## src/sv/rist_pkg.sv

```systemverilog
// package: opcodes, status codes, sequencer states and result record for the slot table
`default_nettype none
package rist_pkg;

	localparam int SLOT_COUNT_DEF = 64;
	localparam int COUNT_BITS_DEF = 16;
	localparam int IDENT_W        = 32;
	localparam int SLOT_OUT_W     = 6;

	typedef enum logic [1:0] {
		OP_ADD     = 2'd0,
		OP_DISCARD = 2'd1,
		OP_READ    = 2'd2
	} op_t;

	typedef enum logic [1:0] {
		STAT_OK   = 2'd0,
		STAT_FULL = 2'd1,
		STAT_BAD  = 2'd2
	} status_t;

	typedef enum logic [1:0] {
		ST_IDLE,
		ST_SCAN,
		ST_FETCH,
		ST_REPLY
	} state_t;

	typedef struct packed {
		logic                    released;
		logic                    was_present;
		status_t                 status;
		logic [IDENT_W-1:0]      ident;
		logic [SLOT_OUT_W-1:0]   slot;
	} res_t;

endpackage
`default_nettype wire

```

## src/sv/rist_ram.sv

```systemverilog
// generic single write port ram with registered read
`default_nettype none
module rist_ram #(
	parameter int WIDTH = 32,
	parameter int DEPTH = 64,
	localparam int AW = (DEPTH > 1) ? $clog2(DEPTH) : 1
) (
	input  wire logic                     clk,
	input  wire logic                     we,
	input  wire logic [AW-1:0]            waddr,
	input  wire logic [WIDTH-1:0]         wdata,
	input  wire logic [AW-1:0]            raddr,
	output      logic [WIDTH-1:0]         rdata
);
	logic [WIDTH-1:0] mem_q [DEPTH];

	always_ff @(posedge clk) begin
		if (we) begin
			mem_q[waddr] <= wdata;
		end
		rdata <= mem_q[raddr];
	end

endmodule
`default_nettype wire

```

## src/sv/rist_ctrl.sv

```systemverilog
// sequencer: slot scan with one comparator, count update unit, valid bits and fill mark
`default_nettype none
module rist_ctrl #(
	parameter int SLOT_COUNT = rist_pkg::SLOT_COUNT_DEF,
	parameter int COUNT_BITS = rist_pkg::COUNT_BITS_DEF,
	localparam int SLOT_W = (SLOT_COUNT > 1) ? $clog2(SLOT_COUNT) : 1,
	localparam int WORD_W = rist_pkg::IDENT_W + COUNT_BITS
) (
	input  wire logic                                   clk,
	input  wire logic                                   arst_n,
	input  wire logic                                   in_valid,
	output      logic                                   in_ready,
	input  wire rist_pkg::op_t                          in_opcode,
	input  wire logic [rist_pkg::IDENT_W-1:0]           in_ident,
	input  wire logic [rist_pkg::SLOT_OUT_W-1:0]        in_slot,
	output      logic                                   ram_we,
	output      logic [SLOT_W-1:0]                      ram_waddr,
	output      logic [WORD_W-1:0]                      ram_wdata,
	output      logic [SLOT_W-1:0]                      ram_raddr,
	input  wire logic [WORD_W-1:0]                      ram_rdata,
	output      logic                                   res_valid,
	input  wire logic                                   res_ready,
	output      rist_pkg::res_t                         res
);
	import rist_pkg::*;

	localparam int FILL_W = $clog2(SLOT_COUNT + 1);
	localparam int CMP_W  = (FILL_W > SLOT_OUT_W) ? FILL_W : SLOT_OUT_W;

	state_t                  state_q, state_nxt;
	op_t                     op_q;
	logic [IDENT_W-1:0]      ident_q;
	logic [SLOT_W-1:0]       slot_q;
	logic [FILL_W-1:0]       fill_q;
	logic [SLOT_COUNT-1:0]   valid_q;
	logic [FILL_W-1:0]       scan_q;
	logic [SLOT_W-1:0]       chk_idx_q;
	logic                    chk_live_q;
	logic [SLOT_W-1:0]       blank_q;
	logic                    have_blank_q;
	res_t                    res_q;

	logic [SLOT_W-1:0]       in_idx;
	logic                    in_usable;
	logic                    in_is_add;
	logic [IDENT_W-1:0]      rd_ident;
	logic [COUNT_BITS-1:0]   rd_count;
	logic [COUNT_BITS-1:0]   cnt_step;
	logic [COUNT_BITS-1:0]   cnt_new;
	logic                    is_dec;
	logic                    hit;
	logic                    room;
	logic [SLOT_W-1:0]       target;

	assign in_idx    = SLOT_W'(CMP_W'(in_slot));
	assign in_usable = (CMP_W'(in_slot) < CMP_W'(fill_q)) && valid_q[in_idx];
	assign in_is_add = (in_opcode == OP_ADD);
	assign rd_ident  = ram_rdata[IDENT_W-1:0];
	assign rd_count  = ram_rdata[WORD_W-1:IDENT_W];

	// shared count unit: one adder for increment and decrement, both saturating
	assign is_dec   = (op_q == OP_DISCARD);
	assign cnt_step = rd_count + (is_dec ? {COUNT_BITS{1'b1}} : COUNT_BITS'(1));
	always_comb begin
		if (is_dec) begin
			cnt_new = (rd_count == '0) ? rd_count : cnt_step;
		end else begin
			cnt_new = (rd_count == {COUNT_BITS{1'b1}}) ? rd_count : cnt_step;
		end
	end

	// single identifier comparator
	assign hit    = chk_live_q && valid_q[chk_idx_q] && (rd_ident == ident_q);
	assign room   = have_blank_q || (fill_q != FILL_W'(SLOT_COUNT));
	assign target = have_blank_q ? blank_q : fill_q[SLOT_W-1:0];

	always_comb begin
		state_nxt = state_q;
		case (state_q)
			ST_IDLE: begin
				if (in_valid) begin
					if (in_is_add) begin
						state_nxt = ST_SCAN;
					end else begin
						state_nxt = in_usable ? ST_FETCH : ST_REPLY;
					end
				end
			end
			ST_SCAN: begin
				if (!chk_live_q || hit) begin
					state_nxt = ST_REPLY;
				end
			end
			ST_FETCH: state_nxt = ST_REPLY;
			ST_REPLY: begin
				if (res_ready) begin
					state_nxt = ST_IDLE;
				end
			end
			default: state_nxt = ST_IDLE;
		endcase
	end

	always_comb begin
		in_ready  = 1'b0;
		res_valid = 1'b0;
		ram_we    = 1'b0;
		ram_waddr = chk_idx_q;
		ram_wdata = {cnt_new, ident_q};
		ram_raddr = scan_q[SLOT_W-1:0];
		case (state_q)
			ST_IDLE: begin
				in_ready  = 1'b1;
				ram_raddr = in_is_add ? '0 : in_idx;
			end
			ST_SCAN: begin
				if (hit) begin
					ram_we = 1'b1;
				end else if (!chk_live_q && room) begin
					ram_we    = 1'b1;
					ram_waddr = target;
					ram_wdata = {COUNT_BITS'(1), ident_q};
				end
			end
			ST_FETCH: begin
				ram_we    = is_dec;
				ram_waddr = slot_q;
				ram_wdata = {cnt_new, rd_ident};
			end
			ST_REPLY: res_valid = 1'b1;
			default: ;
		endcase
	end

	always_ff @(posedge clk or negedge arst_n) begin
		if (!arst_n) begin
			state_q      <= ST_IDLE;
			fill_q       <= '0;
			valid_q      <= '0;
			scan_q       <= '0;
			chk_live_q   <= 1'b0;
			have_blank_q <= 1'b0;
		end else begin
			state_q <= state_nxt;
			case (state_q)
				ST_IDLE: begin
					if (in_valid) begin
						scan_q       <= FILL_W'(1);
						chk_live_q   <= (fill_q != '0);
						have_blank_q <= 1'b0;
					end
				end
				ST_SCAN: begin
					if (chk_live_q) begin
						if (!valid_q[chk_idx_q]) begin
							have_blank_q <= 1'b1;
						end
						if (!hit) begin
							if (scan_q < fill_q) begin
								scan_q     <= scan_q + FILL_W'(1);
								chk_live_q <= 1'b1;
							end else begin
								chk_live_q <= 1'b0;
							end
						end
					end else if (room) begin
						valid_q[target] <= 1'b1;
						if (!have_blank_q) begin
							fill_q <= fill_q + FILL_W'(1);
						end
					end
				end
				ST_FETCH: begin
					if (is_dec && cnt_new == '0) begin
						valid_q[slot_q] <= 1'b0;
					end
				end
				default: ;
			endcase
		end
	end

	always_ff @(posedge clk) begin
		case (state_q)
			ST_IDLE: begin
				if (in_valid) begin
					op_q      <= in_opcode;
					ident_q   <= in_ident;
					slot_q    <= in_idx;
					chk_idx_q <= '0;
					res_q     <= '{released: 1'b0, was_present: 1'b0, status: STAT_BAD,
						ident: '0, slot: '0};
				end
			end
			ST_SCAN: begin
				if (chk_live_q) begin
					if (!valid_q[chk_idx_q]) begin
						blank_q <= chk_idx_q;
					end
					if (hit) begin
						res_q <= '{released: 1'b0, was_present: 1'b1, status: STAT_OK,
							ident: '0, slot: SLOT_OUT_W'(chk_idx_q)};
					end else begin
						chk_idx_q <= scan_q[SLOT_W-1:0];
					end
				end else if (room) begin
					res_q <= '{released: 1'b0, was_present: 1'b0, status: STAT_OK,
						ident: '0, slot: SLOT_OUT_W'(target)};
				end else begin
					res_q <= '{released: 1'b0, was_present: 1'b0, status: STAT_FULL,
						ident: '0, slot: '0};
				end
			end
			ST_FETCH: begin
				if (!is_dec) begin
					res_q <= '{released: 1'b0, was_present: 1'b0, status: STAT_OK,
						ident: rd_ident, slot: '0};
				end else if (cnt_new == '0) begin
					res_q <= '{released: 1'b1, was_present: 1'b0, status: STAT_OK,
						ident: rd_ident, slot: '0};
				end else begin
					res_q <= '{released: 1'b0, was_present: 1'b0, status: STAT_OK,
						ident: '0, slot: '0};
				end
			end
			default: ;
		endcase
	end

	assign res = res_q;

endmodule
`default_nettype wire

```

## src/sv/refcounted_id_slot_table_core.sv

```systemverilog
// top level: reference counted identifier slot table with stream request and result channels
//
// requests enter on s_axis: tuser carries the opcode (add, discard, read), tdata the
// identifier and the slot number. every request gives exactly one result on m_axis:
// tdata holds the slot and the identifier, tuser the status and the present and
// released flags.
// an add scans the slots below the fill mark with one comparator, one slot a cycle
// out of the identifier ram, stopping at a match. a discard or read of a bad slot
// skips the ram fetch and goes straight to the result.
// s_axis_tready is high only while the sequencer is idle; one request is in work
// at a time; the next is taken after the result moves to the output register.
// a result waiting on m_axis holds its data while m_axis_tready is low; a second
// result then waits inside the sequencer, which takes no new request meanwhile.
// reset clears the valid bits, the fill mark and all handshake state at once; the
// identifier and count ram need no clearing, as a slot is read only while valid.
`default_nettype none
module refcounted_id_slot_table_core #(
	parameter int SLOT_COUNT = rist_pkg::SLOT_COUNT_DEF,
	parameter int COUNT_BITS = rist_pkg::COUNT_BITS_DEF
) (
	input  wire logic        clk,
	input  wire logic        arst_n,
	input  wire logic        s_axis_tvalid,
	output      logic        s_axis_tready,
	input  wire logic [39:0] s_axis_tdata,  // ident_value[31:0], slot_number[37:32], zero
	input  wire logic [1:0]  s_axis_tuser,  // opcode[1:0]
	output      logic        m_axis_tvalid,
	input  wire logic        m_axis_tready,
	output      logic [39:0] m_axis_tdata,  // slot_result[5:0], ident_result[37:6], zero
	output      logic [3:0]  m_axis_tuser   // status[1:0], was_present[2], released[3]
);
	import rist_pkg::*;

	localparam int SLOT_W = (SLOT_COUNT > 1) ? $clog2(SLOT_COUNT) : 1;
	localparam int WORD_W = IDENT_W + COUNT_BITS;

	logic                ram_we;
	logic [SLOT_W-1:0]   ram_waddr;
	logic [WORD_W-1:0]   ram_wdata;
	logic [SLOT_W-1:0]   ram_raddr;
	logic [WORD_W-1:0]   ram_rdata;
	logic                res_valid;
	logic                res_ready;
	res_t                res;
	logic                out_valid_q;
	res_t                out_q;

	rist_ram #(
		.WIDTH (WORD_W),
		.DEPTH (SLOT_COUNT)
	) u_ram (
		.clk   (clk),
		.we    (ram_we),
		.waddr (ram_waddr),
		.wdata (ram_wdata),
		.raddr (ram_raddr),
		.rdata (ram_rdata)
	);

	rist_ctrl #(
		.SLOT_COUNT (SLOT_COUNT),
		.COUNT_BITS (COUNT_BITS)
	) u_ctrl (
		.clk       (clk),
		.arst_n    (arst_n),
		.in_valid  (s_axis_tvalid),
		.in_ready  (s_axis_tready),
		.in_opcode (op_t'(s_axis_tuser)),
		.in_ident  (s_axis_tdata[31:0]),
		.in_slot   (s_axis_tdata[37:32]),
		.ram_we    (ram_we),
		.ram_waddr (ram_waddr),
		.ram_wdata (ram_wdata),
		.ram_raddr (ram_raddr),
		.ram_rdata (ram_rdata),
		.res_valid (res_valid),
		.res_ready (res_ready),
		.res       (res)
	);

	assign res_ready = !out_valid_q || m_axis_tready;

	always_ff @(posedge clk or negedge arst_n) begin
		if (!arst_n) begin
			out_valid_q <= 1'b0;
		end else if (res_ready) begin
			out_valid_q <= res_valid;
		end
	end

	always_ff @(posedge clk) begin
		if (res_ready && res_valid) begin
			out_q <= res;
		end
	end

	assign m_axis_tvalid = out_valid_q;
	assign m_axis_tdata  = {2'b00, out_q.ident, out_q.slot};
	assign m_axis_tuser  = {out_q.released, out_q.was_present, out_q.status};

	a_busy_after_request: assert property (@(posedge clk) disable iff (!arst_n)
		(s_axis_tvalid && s_axis_tready) |=> !s_axis_tready)
		else $error("request taken while a request is in work");

	a_result_held: assert property (@(posedge clk) disable iff (!arst_n)
		(res_valid && !res_ready) |=> (res_valid && $stable(res)))
		else $error("pending result dropped or changed under stall");

	a_flags_only_ok: assert property (@(posedge clk) disable iff (!arst_n)
		(m_axis_tvalid && out_q.status != STAT_OK) |->
		(!out_q.was_present && !out_q.released))
		else $error("flag set on a failed request");

endmodule
`default_nettype wire
```

## config.mk

```make
export PLATFORM = sky130hd
export DESIGN_NAME = refcounted_id_slot_table_core
export DESIGN_NICKNAME = d
export VERILOG_FILES = /design/src/sv/rist_pkg.sv /design/src/sv/rist_ram.sv /design/src/sv/rist_ctrl.sv /design/src/sv/refcounted_id_slot_table_core.sv
export SDC_FILE = /design/constraint.sdc
export NUM_CORES = 2
export LEC_CHECK = 0
export BUFFER_PORTS_ARGS = -buffer_cell sky130_fd_sc_hd__buf_4
export CORE_AREA = 10 10 550 606
export DETAILED_ROUTE_END_ITERATION = 12
export DIE_AREA = 0 0 560 616
export GPL_ROUTABILITY_DRIVEN = 0
export GPL_TIMING_DRIVEN = 0
export PLACE_DENSITY = 0.58
export SLEW_MARGIN = 20
export SYNTH_ARGS = -nofsm -noshare
export SYNTH_HDL_FRONTEND = slang
export SYNTH_SLANG_ARGS = --single-unit
```

## constraint.sdc

```tcl
create_clock -name clk -period 7.95 [get_ports clk]
set_clock_uncertainty 0.1 [all_clocks]
set_input_delay 1.59 -clock clk [delete_from_list [all_inputs] [get_ports clk]]
set_output_delay 1.59 -clock clk [all_outputs]
set_load 0.02 [all_outputs]
```

After elaboration in Yosys (flattened, before gate mapping)
Memory sizes are Yosys's and may differ from the RTL's. A register that Yosys moved wholly into a read port is not among the register bits.
Index checks and enable logic that the tools add are counted.

operators by class
  add/subtract/negate cells = 3
  order comparisons = 8
  eq/ne operators = 18
  multiplexer cells = 63
  bitwise logic cells = 6
  reduce and logical (&&, ||, !) cells = 31

operators with widths
  kind                                                                   number
  42-bit 2-to-1 mux                                                      5
  64-bit 2-to-1 mux                                                      3
  64-bit case mux with 2 select lines                                    1
  42-bit case mux with 3 select lines                                    1
  48-bit 2-to-1 mux                                                      2
  48-bit case mux with 2 select lines                                    1
  64-bit AND                                                             1
  16-bit 2-to-1 mux                                                      4
  64-bit NOT                                                             1
  64-bit OR                                                              1
  6-bit 2-to-1 mux                                                       8
  39-bit 2-to-1 mux                                                      1
  32-bit == test                                                         1
  16-bit zero test                                                       2
  6-bit by 7-bit < comparator with 1-bit output (second input constant)  4
  7-bit 2-to-1 mux                                                       4
  6-bit case mux with 2 select lines                                     2
  1-bit 2-to-1 mux                                                       18
  16-bit adder                                                           1
  16-bit == test (second input constant)                                 1
  4-bit AND reduction                                                    4
  7-bit by 1-bit adder with 7-bit output (second input constant)         2
  7-bit case mux with 2 select lines                                     1
  1-bit binary-select mux with 6-bit select                              2
  other kinds (24)                                                       58

storage, ports and cells
  register bits = 219
  RAM bits = 3072
  output and inout port bits = 46
  word-level logic and storage cells = 152
  memories kept = 1

memory list
  name         words  bits a word  read ports  clocked after memory_dff  write ports  RTL line        text
  u_ram.mem_q  64     48           1           1                         1            rist_ram.sv:15  logic [WIDTH-1:0] mem_q [DEPTH];

Longest topological paths before layout
  depth in word-level cells = 9
  gate-level depth with buffers = 16

By module
Synthesis repeated with hierarchy kept, for this count alone.

unflattened totals
  cell total of the unflattened synthesis = 6032
  area, all modules = 129302.8 sq um

modules (own cells, without submodules)
  module                         instances  cells each  area each (sq um)  sequential area each (sq um)
  rist_ram                       1          4970        117117.3           93209.4
  rist_ctrl                      1          1013        10851.7            4874.7
  refcounted_id_slot_table_core  1          49          1333.8             1286.2

Least setup slack after synthesis
OpenSTA, ideal clock, no wires.

  path kind = reg2reg
  start = register u_ctrl.op_q[1]
  end = memory u_ram.mem_q[0][38] (netlist bit), data pin
  arrival time = 4.984 ns
  setup slack = 2.186 ns
  stages on the path, launching flop included = 12
  period minus slack after synthesis = 5.764 ns
  cell sequence = edfxtp_1 -> nor2b_1 -> clkbuf_1 -> clkbuf_1 -> xnor2_1 -> ha_1 -> clkbuf_1 -> or4_1 -> nor4_1 -> or3_1 -> a21oi_1 -> nor3_1

on the way
  longest elaborated chain between the ends = 8
  elaborated cells between the ends (all ways) = 9

ends and longest elaborated chain
  what                                          RTL line                             text
  start: declaration                            rist_ctrl.sv:31                      op_t op_q;
  start signal: assignment                      rist_ctrl.sv:187                     op_q <= in_opcode;
  2-bit by 1-bit == test with 1-bit output (*)  rist_ctrl.sv:62                      assign is_dec = (op_q == OP_DISCARD);
  16-bit 2-to-1 mux                             rist_ctrl.sv:63                      assign cnt_step = rd_count + (is_dec ? {COUNT_BITS{1'b1}} : COUNT_BITS'(1));
  16-bit adder                                  rist_ctrl.sv:63
  16-bit 2-to-1 mux, on equally long branches   rist_ctrl.sv:68, rist_ctrl.sv:66
  16-bit 2-to-1 mux (*)                         rist_ctrl.sv:65                      if (is_dec) begin
  48-bit 2-to-1 mux                             rist_ctrl.sv:119                     end else if (!chk_live_q && room) begin
  48-bit 2-to-1 mux                             rist_ctrl.sv:117                     if (hit) begin
  48-bit case mux with 2 select lines (*)       rist_ctrl.sv:111                     case (state_q)
  net ram_wdata[38]                             refcounted_id_slot_table_core.sv:39  logic [WORD_W-1:0] ram_wdata;
  end: declaration                              rist_ram.sv:15

Mark *: on every way through the listed nets, which the timed path passes. The rest lies on a longest branch.

Worst setup path after layout
  start = input port s_axis_tdata[32]
  end = register u_ram.rdata[46], read port of u_ram.mem_q

on the way
  longest elaborated chain between the ends = 2

ends and longest elaborated chain
  what                RTL line                             text
  start: declaration  refcounted_id_slot_table_core.sv:25  input wire logic [39:0] s_axis_tdata,
  6-bit 2-to-1 mux    rist_ctrl.sv:114                     ram_raddr = in_is_add ? '0 : in_idx;
  6-bit 2-to-1 mux    rist_ctrl.sv:111
  end: declaration    rist_ram.sv:13                       output logic [WIDTH-1:0] rdata

No other way between the ends.
A chain may end at the register's enable or synchronous reset.

==> flow_summary.json <==
{
  "synth_area_per_cell_um2": 20.6,
  "yosysWarningCount": 0,
  "worstRegToRegCells": 14,
  "hold-path-endpoint": "m_axis_tdata[8]$_DFFE_PP_",
  "rows": 218,
  "grt_pass1_wl_um": 533000,
  "h-tree-depth": 5,
  "die_x_um": 560,
  "hold_buffers": 0,
  "synth_flop_cell": "edfxtp_1",
  "grt_overflow": 0,
  "drive_above_1_share_pct": 25.0,
  "hold_depth": 0,
  "syn_area_um2": 131000,
  "grt_start_max_net_pins": 84,
  "period_share_pct": 84.9,
  "crit_type": "in -> reg",
  "ys_seq_elements": 3339,
  "dr.pass1.iters": 8,
  "drtAntennaViolNets": 0,
  "setup_viol": 0,
  "cts_tree": "done",
  "holdWs_ns": 0.317,
  "cts_buffer_depth": 4,
  "clkSlewWorstSetupHoldPaths_ns": 0.06,
  "tightest_slew_ns": 1.35,
  "wl_per_cell_um": 33.0,
  "status": "finished, final reports clean",
  "cts_resized": 0,
  "worstPathRequired_ns": 8.62,
  "start_kind": "input port",
  "final_nets": 7099,
  "rsz0062_at_grt": "false",
  "max_cap_viol_count": 0,
  "ys_types": 79,
  "cts_buffers": 344,
  "grt_util_all_layers_pct": 21.5,
  "grt_pass1_vias": 69000,
  "crit_path_end_kind": "flop",
  "instances_no_fill": 11600,
  "hp-start": "u_ctrl.res[8]$_DFFE_PP_",
  "reg2reg_slack_ns": 1.38,
  "leakage_nw": 48.1,
  "start_util_pct": 40.9,
  "cp_data_arrival_time_ns": 7.42,
  "coreArea_um2": 320000,
  "die_y_um": 616,
  "final_cell_area_um2": 154000,
  "drt-total-wl_um": 383000,
  "syn-instance-count": 6345,
  "fin_util_pct": 48.1,
  "drt_iter0_drc": 8815,
  "grt_antenna_before_repair": 32,
  "r2r_end": "u_ram.rdata[7]$_DFF_P_",
  "ys_seq_area_share_pct": 75.9,
  "relSlewSlack_pct": 9.32,
  "root_buffer": "clkbuf_16",
  "hp-class": "reg -> reg",
  "clock_latency_ns": 0.93,
  "path_max_fanout": 10,
  "numPlacedInstances": 11000,
  "drc": 0,
  "die_area_um2": 345000,
  "r2r_start": "u_ctrl.state_q[0]$_DFFE_PN0P_",
  "async_flop_share_pct": 2.49,
  "dp_slack_ns": 0.320,
  "post-cts-setup-buffers": 0,
  "maxSlewViolCount": 0,
  "port_buffers": 87,
  "area_growth_syn_to_layout_pct": 17.5,
  "hold_viol": 0,
  "clock-sinks": 3339,
  "max_freq_mhz": 148,
  "ios": 92,
  "fin_ws_ns": 1.20,
  "power_density_nw_per_um2": 429,
  "vias_per_cell": 5.92,
  "ir_drop_mv": 0.399,
  "hpwlAfterDp_um": 268000,
  "vias": 68600,
  "postPlaceCellArea_um2": 143000,
  "fin_crit_ns": 6.75,
  "synth_edf_count": 3208
}
[state kept, by name, summed over array words and instances, names as in the netlist, 2 cells and up]
register          count
u_ctrl.chk_idx_q      6
u_ram.mem_q        3072
u_ctrl.res           42
u_ctrl.op_q           2
u_ram.rdata          48
u_ctrl.blank_q        6
u_ctrl.ident_q       32
u_ctrl.valid_q       64
m_axis_tuser          4
u_ctrl.state_q        2
m_axis_tdata         38
u_ctrl.slot_q         6
u_ctrl.scan_q         7
u_ctrl.fill_q         7
[cell families (layout without fill, tap and decap cells)]
group | after synthesis | in the layout | share of synthesized area (%)
DFF | 3339 | 3339 | 75.9
buffers and inverters | 433 | 1378 | 1.27
xor gates and xnor gates | 50 | 50 | 0.335
and+or+nand+nor | 657 | 657 | 2.70
other | 1 | 14 | 0.00287
adders and majority gates | 20 | 20 | 0.191
AOI/OAI and AO/OA | 832 | 832 | 4.20
muxes | 1013 | 1013 | 15.3
[placed cells by master, fill, tap and decap left out, drive strengths merged, types with 21 or more instances in the layout]
| master | instances |
|---|---|
| mux2i | 218 |
| nand3 | 34 |
| o21ai | 133 |
| xor2 | 35 |
| a211oi | 342 |
| and2 | 47 |
| a21oi | 220 |
| dfrtp | 83 |
| clkinv | 149 |
| inv | 57 |
| mux4 | 794 |
| nor2 | 122 |
| clkbuf | 679 |
| a22o | 33 |
| nor2b | 209 |
| dfxtp | 48 |
| buf | 473 |
| nand2 | 127 |
| edfxtp | 3208 |
| nor3 | 21 |
[per-stage QoR]
| stage | TNS [ns] | total power [mW] |
|---|---|---|
| finish | 0 | 66.0 |
| global route | 0 | 68.0 |
| CTS | 0 | 66.0 |
| detailed placement | 0 | 50.7 |
| global placement | -4052.70 | 48.4 |
| floorplan | 0 | 38.1 |
[power breakdown]
part	switching (mW)	internal, mW
registers	0.526	24.6
clock network	6.81	8.56
logic	17.2	8.25
total	24.6	41.5
[layer usage]
metal  global-route usage, %  vias up  wire [um]
li1                        -    27900          -
met1                    28.6    36700     148000
met2                    34.3     3362     180000
met3                    5.35      685      37400
met4                    8.37        2      17400
met5                       0        -        162
[critical path, cell delays in order]
cell      delay [ns]
buf_4           0.09
clkbuf_1        0.74
nand2_1         0.11
o22ai_1         0.62
clkbuf_2        0.57
buf_12          0.25
clkbuf_2        0.59
clkbuf_1        0.90
mux4_2          0.42
a211oi_1        0.23
a21oi_1         0.22
a211oi_1        0.98
a21oi_1         0.08
[Yosys cell counts (5+ instances only)]
| library cell | count | area share, % |
|---|---|---|
| or4_1 | 6 | 0.034 |
| a221o_1 | 5 | 0.038 |
| clkbuf_1 | 248 | 0.71 |
| dfrtp_1 | 83 | 1.6 |
| a22oi_1 | 16 | 0.092 |
| nor4_1 | 16 | 0.077 |
| o21ai_2 | 10 | 0.067 |
| inv_1 | 46 | 0.13 |
| edfxtp_1 | 3208 | 74 |
| and3_1 | 14 | 0.067 |
| buf_2 | 10 | 0.038 |
| mux4_2 | 794 | 14 |
| a22o_1 | 33 | 0.22 |
| or3_1 | 7 | 0.033 |
| nand2_1 | 127 | 0.36 |
| nand3_1 | 34 | 0.13 |
| dfxtp_1 | 48 | 0.73 |
| ha_1 | 20 | 0.19 |
| nor2_1 | 121 | 0.35 |
| a32oi_1 | 12 | 0.080 |
| a31oi_1 | 12 | 0.057 |
| and2_1 | 47 | 0.22 |
| o211ai_1 | 7 | 0.040 |
| a21oi_1 | 219 | 0.84 |
| buf_1 | 122 | 0.35 |
| nand2b_1 | 9 | 0.043 |
| xnor2_1 | 15 | 0.10 |
| and4_1 | 5 | 0.033 |
| nor3_1 | 20 | 0.077 |
| a211oi_1 | 342 | 2.0 |
| nand4_1 | 19 | 0.091 |
| a21o_1 | 8 | 0.046 |
| o21ai_0 | 119 | 0.46 |
| xor2_1 | 35 | 0.23 |
| nor2b_1 | 209 | 1.0 |
| mux2i_1 | 218 | 1.7 |
[final cells by class]
class | count | area (um^2)
clock inverter | 180 | 1610
inverter | 46 | 173
tap | 4290 | 5370
sequential | 3339 | 99400
clock buffer | 424 | 8960
antenna | 12 | 30.0
fill | 26000 | 166000
multi-input combinational | 2574 | 30900
timing repair buffer | 341 | 5810
buffer | 387 | 1550
[how the worst max path moves through the flow]
stage | slack (ns) | start | endpoint | cells past startpoint
after floorplan | 2.19 | u_ctrl.op_q[1]$_DFFE_PP_ | u_ram.mem_q[0][38]$_DFFE_PP_ | 11
after global placement | -3.14 | u_ctrl.op_q[1]$_DFFE_PP_ | u_ram.mem_q[25][35]$_DFFE_PP_ | 8
after detailed placement | 0.32 | s_axis_tdata[32] | u_ram.rdata[41]$_DFF_P_ | 13
after CTS | 1.33 | s_axis_tdata[32] | u_ram.rdata[41]$_DFF_P_ | 13
after global routing | 1.12 | s_axis_tdata[32] | u_ram.rdata[45]$_DFF_P_ | 13
final | 1.20 | s_axis_tdata[32] | u_ram.rdata[46]$_DFF_P_ | 13
Note: power is estimated with default switching activity, not from simulation.
